===== src/sv/cda_pkg.sv =====
`timescale 1ns / 1ps
`default_nettype none
// ----------------------------------------------------------------------------
// cda_pkg: shared types and constants for the calendar date adder
// Control word layout, microcode store, status codes and month lengths.
// ----------------------------------------------------------------------------
package cda_pkg;

  // fixed field widths
  localparam int unsigned MONTH_W    = 4;
  localparam int unsigned DAY_W      = 5;
  localparam int unsigned SET_YEAR_W = 16;
  localparam int unsigned PC_W       = 4;

  localparam logic [MONTH_W-1:0] MONTHS_PER_YEAR = 4'd12;

  // result status codes
  typedef enum logic [1:0] {
    ST_OK       = 2'd0,
    ST_INVALID  = 2'd1,
    ST_OVERFLOW = 2'd2
  } status_e;

  // datapath operations selected by the control word
  typedef enum logic [3:0] {
    OP_NOP,
    OP_LATCH,
    OP_CHK_SET,
    OP_DAY_STEP,
    OP_MON_INIT,
    OP_DIV_STEP,
    OP_MON_APPLY,
    OP_YR_APPLY,
    OP_COMMIT
  } op_e;

  // jump conditions; when false the step counter holds
  typedef enum logic [2:0] {
    C_ALWAYS,
    C_ACCEPT,
    C_N_ZERO,
    C_OUT_FREE,
    C_FUNC
  } cond_e;

  typedef struct packed {
    op_e             op;
    cond_e           cond;
    logic [PC_W-1:0] tgt;
  } ucw_t;

  // datapath flags seen by the sequencer
  typedef struct packed {
    logic       accept;
    logic       n_zero;
    logic       out_free;
    logic [1:0] func;
  } flags_t;

  // program addresses; set/days/months/years entries are consecutive for dispatch
  localparam logic [PC_W-1:0] PC_IDLE = 4'd0;
  localparam logic [PC_W-1:0] PC_DISP = 4'd1;
  localparam logic [PC_W-1:0] PC_SET  = 4'd2;
  localparam logic [PC_W-1:0] PC_DAYS = 4'd3;
  localparam logic [PC_W-1:0] PC_MONS = 4'd4;
  localparam logic [PC_W-1:0] PC_YRS  = 4'd5;
  localparam logic [PC_W-1:0] PC_DIV  = 4'd6;
  localparam logic [PC_W-1:0] PC_MAPP = 4'd7;
  localparam logic [PC_W-1:0] PC_FIN  = 4'd8;

  // microcode store
  function automatic ucw_t ucode_rom(input logic [PC_W-1:0] pc);
    ucw_t w;
    unique case (pc)
      PC_IDLE: w = '{op: OP_LATCH,     cond: C_ACCEPT,   tgt: PC_DISP};
      PC_DISP: w = '{op: OP_NOP,       cond: C_FUNC,     tgt: PC_SET};
      PC_SET:  w = '{op: OP_CHK_SET,   cond: C_ALWAYS,   tgt: PC_FIN};
      PC_DAYS: w = '{op: OP_DAY_STEP,  cond: C_N_ZERO,   tgt: PC_FIN};
      PC_MONS: w = '{op: OP_MON_INIT,  cond: C_ALWAYS,   tgt: PC_DIV};
      PC_YRS:  w = '{op: OP_YR_APPLY,  cond: C_ALWAYS,   tgt: PC_FIN};
      PC_DIV:  w = '{op: OP_DIV_STEP,  cond: C_ALWAYS,   tgt: PC_MAPP};
      PC_MAPP: w = '{op: OP_MON_APPLY, cond: C_ALWAYS,   tgt: PC_FIN};
      PC_FIN:  w = '{op: OP_COMMIT,    cond: C_OUT_FREE, tgt: PC_IDLE};
      default: w = '{op: OP_NOP,       cond: C_ALWAYS,   tgt: PC_IDLE};
    endcase
    return w;
  endfunction

  // days in month; leap year when the year is divisible by four
  function automatic logic [DAY_W-1:0] month_len(input logic leap,
                                                 input logic [MONTH_W-1:0] m);
    logic [DAY_W-1:0] len;
    unique case (m)
      4'd2:                   len = leap ? 5'd29 : 5'd28;
      4'd4, 4'd6, 4'd9, 4'd11: len = 5'd30;
      default:                len = 5'd31;
    endcase
    return len;
  endfunction

endpackage
`default_nettype wire


===== src/sv/cda_in_if.sv =====
`timescale 1ns / 1ps
`default_nettype none
// ----------------------------------------------------------------------------
// cda_in_if: operation channel
// Valid/ready channel carrying one operation word.
// ----------------------------------------------------------------------------
interface cda_in_if #(
  parameter int unsigned AMOUNT_BITS = 16
);
  logic                   valid;
  logic                   ready;
  logic [1:0]             func;
  logic [AMOUNT_BITS-1:0] amount;
  logic [15:0]            set_year;
  logic [3:0]             set_month;
  logic [4:0]             set_day;

  modport source (output valid, func, amount, set_year, set_month, set_day,
                  input ready);
  modport sink   (input valid, func, amount, set_year, set_month, set_day,
                  output ready);
endinterface
`default_nettype wire


===== src/sv/cda_out_if.sv =====
`timescale 1ns / 1ps
`default_nettype none
// ----------------------------------------------------------------------------
// cda_out_if: result channel
// Valid/ready channel carrying the date and status word.
// ----------------------------------------------------------------------------
interface cda_out_if #(
  parameter int unsigned YEAR_BITS = 16
);
  logic                 valid;
  logic                 ready;
  logic [YEAR_BITS-1:0] year;
  logic [3:0]           month;
  logic [4:0]           day;
  logic [1:0]           status;

  modport source (output valid, year, month, day, status, input ready);
  modport sink   (input valid, year, month, day, status, output ready);
endinterface
`default_nettype wire


===== src/sv/cda_useq.sv =====
`timescale 1ns / 1ps
`default_nettype none
// ----------------------------------------------------------------------------
// cda_useq: microcode sequencer
// Step counter over the control store with conditional jumps and dispatch.
// ----------------------------------------------------------------------------
module cda_useq
  import cda_pkg::*;
(
  input  wire logic   clk_i,
  input  wire logic   rst_ni,
  input  wire flags_t flags_i,
  output ucw_t        ctl_o
);

  logic [PC_W-1:0] pc_q, pc_d;
  ucw_t            ucw;
  logic            take;

  // fetch and next-address select
  always_comb begin
    ucw = ucode_rom(pc_q);
    unique case (ucw.cond)
      C_ALWAYS:   take = 1'b1;
      C_ACCEPT:   take = flags_i.accept;
      C_N_ZERO:   take = flags_i.n_zero;
      C_OUT_FREE: take = flags_i.out_free;
      C_FUNC:     take = 1'b1;
      default:    take = 1'b1;
    endcase
    if (!take) begin
      pc_d = pc_q;
    end else if (ucw.cond == C_FUNC) begin
      pc_d = ucw.tgt + PC_W'(flags_i.func);
    end else begin
      pc_d = ucw.tgt;
    end
  end

  always_ff @(posedge clk_i or negedge rst_ni) begin
    if (!rst_ni) begin
      pc_q <= PC_IDLE;
    end else begin
      pc_q <= pc_d;
    end
  end

  assign ctl_o = ucw;

  // program never runs past its last step
  a_pc_range: assert property (@(posedge clk_i) disable iff (!rst_ni)
    pc_q <= PC_FIN)
    else $error("sequencer left program");

endmodule
`default_nettype wire


===== src/sv/calendar_date_adder_core.sv =====
`timescale 1ns / 1ps
`default_nettype none
// ----------------------------------------------------------------------------
// calendar_date_adder_core: calendar date register with add operations
// Holds one date and applies set / add days / add months / add years.
// ----------------------------------------------------------------------------
// One operation word is taken at a time and gives one result word. After the
// accept step a set or an add of years runs the dispatch step, its own step and
// the commit step; an add of months runs an init, a divide and an apply step (the
// month total is split into years and a month in one step by a reciprocal
// multiply), and an add of n days walks n days, fewer when the walk runs off the top year, since the day
// loop walks the calendar one day per cycle. A result register holds the finished word;
// the next word is taken once the sequencer returns to its idle step, and a
// stalled result holds the sequencer at its commit step. Leap years are those
// divisible by four. A rejected load or an add that would carry the year past
// 2^YEAR_BITS-1 leaves the date unchanged and reports it with a non-zero
// status.
module calendar_date_adder_core
  import cda_pkg::*;
#(
  parameter int unsigned YEAR_BITS   = 16,
  parameter int unsigned AMOUNT_BITS = 16
) (
  input  wire logic clk_i,
  input  wire logic rst_ni,
  cda_in_if.sink    in_i,
  cda_out_if.source out_o
);

  localparam int unsigned DIVW  = AMOUNT_BITS + 1;
  localparam int unsigned Q3W   = DIVW - 2;
  localparam int unsigned Q3MW  = Q3W + 1;
  localparam int unsigned Q12W  = Q3W - 1;
  localparam int unsigned PRODW = 2 * Q3W + 1;
  localparam int unsigned SUMW = ((YEAR_BITS > DIVW) ? YEAR_BITS : DIVW) + 1;
  localparam int unsigned CMPW = (YEAR_BITS > SET_YEAR_W) ? YEAR_BITS : SET_YEAR_W;
  localparam logic [YEAR_BITS-1:0] YEAR_MAX = {YEAR_BITS{1'b1}};
  // ceil(2^(Q3W+2) / 3): exact divide by three for Q3W-bit values
  localparam longint unsigned DIV3_FULL = ((64'd1 << (Q3W + 2)) / 64'd3) + 64'd1;
  localparam logic [Q3MW-1:0] DIV3_MUL  = Q3MW'(DIV3_FULL);

  // control
  ucw_t   ctl;
  flags_t flags;
  logic   accept, out_free;

  // stored date and working copy
  logic [YEAR_BITS-1:0]   cur_y_q, cur_y_d, w_y_q, w_y_d;
  logic [MONTH_W-1:0]     cur_m_q, cur_m_d, w_m_q, w_m_d;
  logic [DAY_W-1:0]       cur_d_q, cur_d_d, w_d_q, w_d_d;
  logic [AMOUNT_BITS-1:0] n_q, n_d;
  status_e                st_q, st_d;
  logic [1:0]             func_q, func_d;
  logic [SET_YEAR_W-1:0]  sy_q, sy_d;
  logic [MONTH_W-1:0]     sm_q, sm_d;
  logic [DAY_W-1:0]       sd_q, sd_d;

  // divide-by-twelve unit
  logic [DIVW-1:0]    quo_q, quo_d;
  logic [MONTH_W-1:0] rem_q, rem_d;
  logic [Q3W-1:0]     quarter;
  logic [Q12W-1:0]    q12;
  logic [1:0]         r3;

  // result register
  logic                 out_valid_q, out_valid_d;
  logic [YEAR_BITS-1:0] out_y_q, out_y_d;
  logic [MONTH_W-1:0]   out_m_q, out_m_d;
  logic [DAY_W-1:0]     out_d_q, out_d_d;
  status_e              out_st_q, out_st_d;

  // shared year adder and length lookups
  logic [SUMW-1:0]    sum;
  logic [MONTH_W-1:0] apply_m;
  logic [DAY_W-1:0]   apply_len, step_len, set_len, cur_len;
  logic [CMPW-1:0]    sy_ext;
  logic               set_ok;

  cda_useq u_seq (
    .clk_i  (clk_i),
    .rst_ni (rst_ni),
    .flags_i(flags),
    .ctl_o  (ctl)
  );

  assign in_i.ready = (ctl.op == OP_LATCH);
  assign accept     = in_i.valid && in_i.ready;
  assign out_free   = !out_valid_q || out_o.ready;

  assign flags.accept   = accept;
  assign flags.n_zero   = (n_q == '0);
  assign flags.out_free = out_free;
  assign flags.func     = func_q;

  // shared adder: quotient for months, amount for years
  assign sum = SUMW'(w_y_q) + ((ctl.op == OP_MON_APPLY) ? SUMW'(quo_q) : SUMW'(n_q));
  assign apply_m   = (ctl.op == OP_MON_APPLY) ? (rem_q + 4'd1) : w_m_q;
  assign apply_len = month_len(sum[1:0] == 2'b00, apply_m);
  assign step_len  = month_len(w_y_q[1:0] == 2'b00, w_m_q);
  assign set_len   = month_len(sy_q[1:0] == 2'b00, sm_q);
  assign cur_len   = month_len(cur_y_q[1:0] == 2'b00, cur_m_q);

  // divide by twelve: quarter the total, then divide by three by reciprocal;
  // the remainder by three is below three, so its low two bits are enough
  assign quarter = quo_q[DIVW-1:2];
  assign q12     = Q12W'((PRODW'(quarter) * PRODW'(DIV3_MUL)) >> (Q3W + 2));
  assign r3      = quarter[1:0] - (q12[1:0] + {q12[0], 1'b0});

  // load check
  assign sy_ext = CMPW'(sy_q);
  assign set_ok = (sy_ext != '0) && (sy_ext <= CMPW'(YEAR_MAX)) &&
                  (sm_q != '0) && (sm_q <= MONTHS_PER_YEAR) &&
                  (sd_q != '0) && (sd_q <= set_len);

  // datapath
  always_comb begin
    cur_y_d = cur_y_q;  cur_m_d = cur_m_q;  cur_d_d = cur_d_q;
    w_y_d   = w_y_q;    w_m_d   = w_m_q;    w_d_d   = w_d_q;
    n_d     = n_q;      st_d    = st_q;     func_d  = func_q;
    sy_d    = sy_q;     sm_d    = sm_q;     sd_d    = sd_q;
    quo_d   = quo_q;    rem_d   = rem_q;
    out_y_d = out_y_q;  out_m_d = out_m_q;  out_d_d = out_d_q;
    out_st_d = out_st_q;
    out_valid_d = out_valid_q && !out_o.ready;

    unique case (ctl.op)
      OP_LATCH: begin
        if (accept) begin
          w_y_d  = cur_y_q;
          w_m_d  = cur_m_q;
          w_d_d  = cur_d_q;
          n_d    = in_i.amount;
          st_d   = ST_OK;
          func_d = in_i.func;
          sy_d   = in_i.set_year;
          sm_d   = in_i.set_month;
          sd_d   = in_i.set_day;
        end
      end
      OP_CHK_SET: begin
        if (set_ok) begin
          w_y_d = YEAR_BITS'(sy_ext);
          w_m_d = sm_q;
          w_d_d = sd_q;
        end else begin
          st_d = ST_INVALID;
        end
      end
      // one calendar day per cycle
      OP_DAY_STEP: begin
        if (n_q != '0) begin
          n_d = n_q - 1'b1;
          if (w_d_q < step_len) begin
            w_d_d = w_d_q + 1'b1;
          end else if (w_m_q < MONTHS_PER_YEAR) begin
            w_d_d = 5'd1;
            w_m_d = w_m_q + 1'b1;
          end else if (w_y_q == YEAR_MAX) begin
            st_d = ST_OVERFLOW;
            n_d  = '0;
          end else begin
            w_d_d = 5'd1;
            w_m_d = 4'd1;
            w_y_d = w_y_q + 1'b1;
          end
        end
      end
      OP_MON_INIT: begin
        quo_d = DIVW'(w_m_q) + DIVW'(n_q) - DIVW'(1);
        rem_d = '0;
      end
      // month total into years carried and a zero-based month
      OP_DIV_STEP: begin
        quo_d = DIVW'(q12);
        rem_d = {r3, quo_q[1:0]};
      end
      OP_MON_APPLY, OP_YR_APPLY: begin
        if (|sum[SUMW-1:YEAR_BITS]) begin
          st_d = ST_OVERFLOW;
        end else begin
          w_y_d = sum[YEAR_BITS-1:0];
          w_m_d = apply_m;
          if (w_d_q > apply_len) begin
            w_d_d = apply_len;
          end
        end
      end
      OP_COMMIT: begin
        if (out_free) begin
          out_valid_d = 1'b1;
          out_st_d    = st_q;
          if (st_q == ST_OK) begin
            cur_y_d = w_y_q;  cur_m_d = w_m_q;  cur_d_d = w_d_q;
            out_y_d = w_y_q;  out_m_d = w_m_q;  out_d_d = w_d_q;
          end else begin
            out_y_d = cur_y_q;  out_m_d = cur_m_q;  out_d_d = cur_d_q;
          end
        end
      end
      default: ;
    endcase
  end

  // control and stored date
  always_ff @(posedge clk_i or negedge rst_ni) begin
    if (!rst_ni) begin
      cur_y_q     <= YEAR_BITS'(1);
      cur_m_q     <= 4'd1;
      cur_d_q     <= 5'd1;
      out_valid_q <= 1'b0;
      st_q        <= ST_OK;
      rem_q       <= '0;
      n_q         <= '0;
    end else begin
      cur_y_q     <= cur_y_d;
      cur_m_q     <= cur_m_d;
      cur_d_q     <= cur_d_d;
      out_valid_q <= out_valid_d;
      st_q        <= st_d;
      rem_q       <= rem_d;
      n_q         <= n_d;
    end
  end

  // payload
  always_ff @(posedge clk_i) begin
    w_y_q    <= w_y_d;
    w_m_q    <= w_m_d;
    w_d_q    <= w_d_d;
    func_q   <= func_d;
    sy_q     <= sy_d;
    sm_q     <= sm_d;
    sd_q     <= sd_d;
    quo_q    <= quo_d;
    out_y_q  <= out_y_d;
    out_m_q  <= out_m_d;
    out_d_q  <= out_d_d;
    out_st_q <= out_st_d;
  end

  assign out_o.valid  = out_valid_q;
  assign out_o.year   = out_y_q;
  assign out_o.month  = out_m_q;
  assign out_o.day    = out_d_q;
  assign out_o.status = out_st_q;

  // stored date is always a real calendar date
  a_cur_valid: assert property (@(posedge clk_i) disable iff (!rst_ni)
    (cur_m_q >= 4'd1) && (cur_m_q <= MONTHS_PER_YEAR) &&
    (cur_d_q >= 5'd1) && (cur_d_q <= cur_len))
    else $error("stored date out of calendar");

  // taking a word moves the sequencer off its idle step
  a_busy_after_accept: assert property (@(posedge clk_i) disable iff (!rst_ni)
    accept |=> !in_i.ready)
    else $error("ready stayed high after accept");

  // a rejected operation leaves the stored date alone
  a_reject_holds: assert property (@(posedge clk_i) disable iff (!rst_ni)
    (ctl.op == OP_COMMIT) && out_free && (st_q != ST_OK) |=>
      $stable(cur_y_q) && $stable(cur_m_q) && $stable(cur_d_q))
    else $error("rejected operation changed date");

  // division remainder stays below twelve
  a_rem_range: assert property (@(posedge clk_i) disable iff (!rst_ni)
    rem_q < MONTHS_PER_YEAR)
    else $error("month remainder out of range");

  // a result appears only from the commit step
  a_out_source: assert property (@(posedge clk_i) disable iff (!rst_ni)
    $rose(out_valid_q) |-> $past(ctl.op == OP_COMMIT))
    else $error("result word without commit");

endmodule
`default_nettype wire

===== src/flat_wrapper.sv =====
// flat-port wrapper written by rule: the top's interface ports become plain ports
module calendar_date_adder_core_flat import cda_pkg::*;
#(
  parameter int unsigned YEAR_BITS   = 16,
  parameter int unsigned AMOUNT_BITS = 16
)
  (clk_i, rst_ni, in_i_valid, in_i_func, in_i_amount, in_i_set_year, in_i_set_month, in_i_set_day, in_i_ready, out_o_valid, out_o_year, out_o_month, out_o_day, out_o_status, out_o_ready);
  cda_in_if #(.AMOUNT_BITS(AMOUNT_BITS)) in_i_i ();
  cda_out_if #(.YEAR_BITS(YEAR_BITS)) out_o_i ();
  input  wire logic clk_i;
  input  wire logic rst_ni;
  input wire logic [$bits(in_i_i.valid)-1:0] in_i_valid;
  input wire logic [$bits(in_i_i.func)-1:0] in_i_func;
  input wire logic [$bits(in_i_i.amount)-1:0] in_i_amount;
  input wire logic [$bits(in_i_i.set_year)-1:0] in_i_set_year;
  input wire logic [$bits(in_i_i.set_month)-1:0] in_i_set_month;
  input wire logic [$bits(in_i_i.set_day)-1:0] in_i_set_day;
  output wire logic [$bits(in_i_i.ready)-1:0] in_i_ready;
  output wire logic [$bits(out_o_i.valid)-1:0] out_o_valid;
  output wire logic [$bits(out_o_i.year)-1:0] out_o_year;
  output wire logic [$bits(out_o_i.month)-1:0] out_o_month;
  output wire logic [$bits(out_o_i.day)-1:0] out_o_day;
  output wire logic [$bits(out_o_i.status)-1:0] out_o_status;
  input wire logic [$bits(out_o_i.ready)-1:0] out_o_ready;
  assign in_i_i.valid = in_i_valid;
  assign in_i_i.func = in_i_func;
  assign in_i_i.amount = in_i_amount;
  assign in_i_i.set_year = in_i_set_year;
  assign in_i_i.set_month = in_i_set_month;
  assign in_i_i.set_day = in_i_set_day;
  assign in_i_ready = in_i_i.ready;
  assign out_o_valid = out_o_i.valid;
  assign out_o_year = out_o_i.year;
  assign out_o_month = out_o_i.month;
  assign out_o_day = out_o_i.day;
  assign out_o_status = out_o_i.status;
  assign out_o_i.ready = out_o_ready;
  calendar_date_adder_core #(.YEAR_BITS(YEAR_BITS), .AMOUNT_BITS(AMOUNT_BITS)) u_core (.clk_i(clk_i), .rst_ni(rst_ni), .in_i(in_i_i), .out_o(out_o_i));
endmodule

===== config.mk =====
export PLATFORM = sky130hd
export DESIGN_NAME = calendar_date_adder_core_flat
export DESIGN_NICKNAME = d
export VERILOG_FILES = /design/src/sv/cda_pkg.sv /design/src/sv/cda_in_if.sv /design/src/sv/cda_out_if.sv /design/src/sv/cda_useq.sv /design/src/sv/calendar_date_adder_core.sv /design/src/flat_wrapper.sv
export SDC_FILE = /design/constraint.sdc
export NUM_CORES = 1
export LEC_CHECK = 0
export BUFFER_PORTS_ARGS = -buffer_cell sky130_fd_sc_hd__buf_2
export CELL_PAD_IN_SITES_DETAIL_PLACEMENT = 1
export CELL_PAD_IN_SITES_GLOBAL_PLACEMENT = 2
export CORE_ASPECT_RATIO = 1.2
export CORE_MARGIN = 1.5
export CORE_UTILIZATION = 41
export DETAILED_ROUTE_END_ITERATION = 6
export PLACE_DENSITY_LB_ADDON = 0.25
export SETUP_SLACK_MARGIN = 0.02
export SYNTH_ARGS = -nofsm -noshare
export SYNTH_HDL_FRONTEND = slang
export SYNTH_SLANG_ARGS = --single-unit

===== constraint.sdc =====
create_clock -name clk_i -period 7.63 [get_ports clk_i]
set_input_delay 1.1445 -clock clk_i [delete_from_list [all_inputs] [get_ports clk_i]]
set_output_delay 1.1445 -clock clk_i [all_outputs]
set_load 0.02 [all_outputs]

# Word-level counts from Yosys, hierarchy flattened
# Memory sizes are Yosys's and may differ from the RTL's.
# Cells that the tools add are included.
# Widths: inputs -> output; s select.
[word_totals]
reg_bits = 148
rom_bits = 176
in_bits = 47
output_inout_bits = 29
wordCells = 170
mem_count = 1
[memory_table]
columns = ["memory", "depth", "word_bits", "read_ports", "rd_clocked_by_memory_dff", "wr", "line", "source"]
rows = [
  ["(no name shown)", 16, 11, 1, 0, 0, "cda_pkg.sv:74", "unique case (pc)"],
]
[classes]
addsub = 11
mul = 1
magnitude_cmp = 6
eq_ne = 41
mux = 56
n_reduce_logical = 34
[ops]
columns = ["op", "count"]
rows = [
  ["$mux 16", 13],
  ["$pmux 16 s4", 1],
  ["$mux 5", 9],
  ["$eq 4x3->1 const B", 10],
  ["$mux 4", 10],
  ["$pmux 17 s2", 1],
  ["$pmux 16 s2", 1],
  ["$reduce_bool 16->1", 2],
  ["$mul 15x16->31 const B", 1],
  ["$pmux 5 s2", 3],
  ["$eq 4x4->1 const B", 7],
  ["$eq 4x2->1 const B", 5],
  ["$pmux 5 s4", 1],
  ["$add 16x18->18", 1],
  ["$add 4x16->17", 1],
  ["$mux 17", 1],
  ["$sub 17x1->17 const B", 1],
  ["$add 16x1->16 const B", 1],
  ["$eq 16x16->1 const B", 1],
  ["$le 16x16->1 const B", 1],
  ["$logic_not 16->1", 1],
  ["$pmux 4 s4", 1],
  ["$reduce_and 8->1", 2],
  ["$sub 16x1->16 const B", 1],
  ["35 further kinds", 73],
]

# Logic depth before layout (Yosys ltp)
# An unclocked memory read counts as a cell.
[depth]
word_depth = 11
mapped_depth = 24
ltp_nobuf = 24

# Hierarchy
# Synthesis repeated with hierarchy kept, for this count alone.
[hier_totals]
cells_unflattened = 1251
hier_area_um2 = 12823.5
[modules_own_cells]
columns = ["module", "instances", "cells_per_inst", "area_per_inst_um2", "seq_area_each_um2"]
rows = [
  ["calendar_date_adder_core", 1, 1202, 12374.4, 4087.7],
  ["cda_useq", 1, 49, 449.2, 100.1],
]

# Worst setup path after synthesis
# No wires, ideal clock.
[synth_path]
path_kind = "register to register"
start = "register u_core.quo_q[13]"
end = "register u_core.rem_q[3]"
setup_ns = 0.083
arrival_time_ns = 5.621
setup_slack_ns = 1.926
path_stages_with_launch = 23
cell_sequence = "edfxtp_1 -> ha_1 -> inv_1 -> fa_1 -> inv_1 -> fa_1 -> inv_1 -> fa_1 -> inv_1 -> fa_1 -> fa_1 -> ha_1 -> a21o_1 -> a21o_1 -> a211oi_1 -> xnor2_1 -> ha_1 -> inv_1 -> ha_1 -> nor2_1 -> xor2_1 -> xnor3_1 -> o21ai_0"
[synth_via]
elab_chain_len = 4
[synth_lines]
columns = ["element", "line", "source"]
rows = [
  ["start: declaration", "calendar_date_adder_core.sv:59", "logic [DIVW-1:0] quo_q, quo_d;"],
  ["start signal: assignment", "calendar_date_adder_core.sv:234", "quo_q <= quo_d;"],
  ["$mul 15x16->31", "calendar_date_adder_core.sv:106", "assign q12 = Q12W'((PRODW'(quarter) * PRODW'(DIV3_MUL)) >> (Q3W + 2));"],
  ["$add 2x2->2", "calendar_date_adder_core.sv:107", "assign r3 = quarter[1:0] - (q12[1:0] + {q12[0], 1'b0});"],
  ["$sub 2x2->2", "calendar_date_adder_core.sv:107", ""],
  ["$pmux 4 s2", "calendar_date_adder_core.sv:126", "unique case (ctl.op)"],
  ["end signal: assignment", "calendar_date_adder_core.sv:220", "rem_q <= rem_d;"],
  ["end: declaration", "calendar_date_adder_core.sv:60", "logic [MONTH_W-1:0] rem_q, rem_d;"],
]
# Every way passes these cells.
# A chain may end at the register's enable or synchronous reset.

# Final worst setup path
[layout_path]
start = "register u_core.quo_q[4]"
end = "register u_core.rem_q[3]"
# The elaborated chain is that of the path after synthesis.

==> impl_metrics.ini <==
[cts]
root_buffer = clkbuf_16
cts_max_level = 4
hold_buffers = 0
cts_tree = yes
cts_buffers = 17
clock_path_buffers = 2
postCtsSetupBuffers = 0
post_cts_resize_count = 0
cts.sinks = 148
clock_latency_ns = 0.45
clkTransAtPathRegs_ns = 0.07

[worst_setup_path]
arrival_ns = 6.60
cp-startpoint = u_core.quo_q[4]
worstPathMaxFanout = 4
worstPathRequired_ns = 7.98
startpoint_type = flop
critPathCaptureType = flop
path_class = flop to flop
rr_startpoint = u_core.quo_q[4]

[sta]
rsz0062_at_grt = no
finalClockSkew_ns = 0.0133
finalHoldViolCount = 0
drv_slew = 0
max_freq_ghz = 0.160
setup_violations = 0
fin_tns_setup_ns = 0
slew_headroom = 0.446
period_minus_slack_ns = 6.25
finalCritPeriodShare = 0.819
tightestPinTransition_ns = 0.831

[min_path]
min_path_type = flop to flop
hold_path.startpoint = u_core.st_q[1]

[die]
core_um2 = 30500
rows = 70
start_util = 0.416
die_h_um = 196
dieArea_um2 = 32000
dieWidth_um = 164
io_pins = 76

[run_status]
status = finished clean

[logic_synthesis]
yosysTopAreaCell = edfxtp_1
syn-num-nets = 1529
synth_edf_count = 96
yosys_warnings = 0
ys_types = 76
synth_ff_type = edfxtp_1
netlist.area_leader.share = 0.227
ys_ff_latch = 148
ys_top_cells_by_area = edfxtp_1 23%, ha_1 17%, fa_1 10%, dfrtp_1 9.7%, inv_1 4.5%
synthesis.area_um2 = 12700
synth-seq-area-share = 0.330
syn_inst = 1247
syn_area_per_cell_um2 = 10.2
async_flop_share = 0.351

[global_routing]
grt_max_degree = 53
antenna_found_initial = 0
grt_pass1_wl_um = 57200
overflow = 0
grt_pass1_vias = 10448
grt_use_total = 0.237

[detailed_routing]
via_count = 9659
via_per_inst = 5.60
wire_per_inst_um = 21.0
drcViolationCount = 0
antenna_left = 0
drt-initial-drc-count = 313
dr.pass1.iters = 4
postRouteWirelength_um = 36300

[finish]
num_antenna_cells = 0
final_cell_mix = 171 x ha_1, 151 x inv_1, 96 x edfxtp_1
ff_latch_area_um2 = 4190
area_growth_pct = 10.8
fill_cells = 3449
final_common_cell = ha_1
drive_gt1_frac = 0.139
multi_input_area_um2 = 7780
finalNetCount = 1598

[job]
cap_violations = 0

[place]
dp_hpwl_um = 28700
gp_congestion = 0.926
portBuffers = 75
==> final timing paths <==
path	end	slack, ns	cells after the start
setup / recovery	u_core.rem_q[3]	1.38	23
hold / removal	u_core.out_o.status[1]	0.50	0
setup reg to reg	u_core.rem_q[3]	1.38	23
hold reg to reg	u_core.out_o.status[1]	0.50	0
max in group asynchronous	u_core.cur_y_q[5]	6.19	2
min in group asynchronous	u_core.cur_d_q[3]	0.85	2
==> logic make-up (layout without fill, tap and decap cells) <==
family / count (synthesis) / after routing / share of synthesized area
buffers and inverters: 185 / 267 / 0.0577
multiplexers: 51 / 51 / 0.0449
AND/OR/NAND/NOR: 257 / 257 / 0.100
flip-flops: 148 / 148 / 0.330
XOR/XNOR: 65 / 65 / 0.0460
AO/OA/AOI/OAI: 306 / 306 / 0.152
adder cells (fa/ha/maj): 235 / 235 / 0.270
==> final cells by class <==
| class | instances | area share |
|---|---|---|
| Clock buffer | 18 | 0.0305 |
| Clock inverter | 14 | 0.0107 |
| Inverter | 151 | 0.0403 |
| Multi-Input combinational cell | 914 | 0.554 |
| Sequential cell | 148 | 0.298 |
| Tap cell | 396 | 0.0352 |
| Timing Repair Buffer | 84 | 0.0315 |
==> cells in the mapped netlist (4+ instances only) <==
| cell type | instances |
|---|---|
| a21oi_1 | 79 |
| clkbuf_1 | 24 |
| o21ai_1 | 7 |
| o21a_1 | 8 |
| dfrtp_1 | 49 |
| xor2_1 | 29 |
| a21o_1 | 18 |
| fa_1 | 64 |
| nor3b_1 | 4 |
| o21ai_0 | 89 |
| nor4_1 | 9 |
| nand4_1 | 10 |
| nor2_1 | 59 |
| o31ai_1 | 4 |
| nand2_1 | 84 |
| inv_1 | 151 |
| o22ai_1 | 9 |
| and3_1 | 8 |
| nand3_1 | 26 |
| nor3_1 | 19 |
| nand2b_1 | 6 |
| mux2_2 | 47 |
| a211oi_1 | 12 |
| a32oi_1 | 7 |
| a31oi_1 | 7 |
| ha_1 | 171 |
| nor2b_1 | 8 |
| xnor2_1 | 35 |
| mux2i_1 | 4 |
| a221o_1 | 5 |
| o211ai_1 | 8 |
| a22oi_1 | 14 |
| o21bai_1 | 9 |
| edfxtp_1 | 96 |
==> per-layer routing <==
metal	share of wire	routed length, um	up-vias	GRT usage
met4	0.034	1230	0	0.0993
li1	-	-	4606	-
met3	0.023	817	54	0.0302
met5	0	0	-	0
met1	0.42	15300	4854	0.279
met2	0.52	18900	145	0.431
==> metrics by stage <==
step                std cells  hold WS (ns)  instance area, um^2  setup WS, ns   util
finish                   1725         0.503                14100          1.38  0.461
global route             1725         0.524                14100         0.978  0.461
CTS                      1725         0.506                14100          1.36  0.461
detailed placement       1693         0.491                13500          1.39  0.442
global placement         1693         0.484                13500          1.50  0.442
floorplan                1247         0.447                12700          1.93      -
==> critical path, cell delays in order (launching register included) <==
cell      delay, ns
edfxtp_1       0.47
ha_1           0.34
inv_1          0.11
fa_1           0.27
inv_1          0.10
fa_1           0.50
inv_1          0.05
fa_1           0.48
inv_1          0.06
fa_1           0.55
fa_1           0.42
ha_1           0.34
a21o_1         0.17
a21o_1         0.17
a21oi_1        0.17
a21oi_1        0.10
a211oi_1       0.38
xnor2_1        0.28
ha_1           0.33
ha_1           0.19
nor2_1         0.11
xor2_1         0.17
xnor3_1        0.22
o21ai_0        0.15
==> registers in the layout, indices dropped and copies added (netlist names), 4 cells and up <==
| register | flops |
|---|---|
| u_core.quo_q | 17 |
| u_core.cur_y_q | 16 |
| u_core.n_q | 16 |
| u_core.out_o.year | 16 |
| u_core.sy_ext | 16 |
| u_core.w_y_q | 16 |
| u_core.cur_d_q | 5 |
| u_core.out_o.day | 5 |
| u_core.sd_q | 5 |
| u_core.w_d_q | 5 |
| u_core.cur_m_q | 4 |
| u_core.out_o.month | 4 |
| u_core.rem_q | 4 |
| u_core.sm_q | 4 |
| u_core.u_seq.pc_q | 4 |
| u_core.w_m_q | 4 |
Power is not shown: default switching activity piles up to over one toggle a cycle in this logic, so the estimate is an artifact.
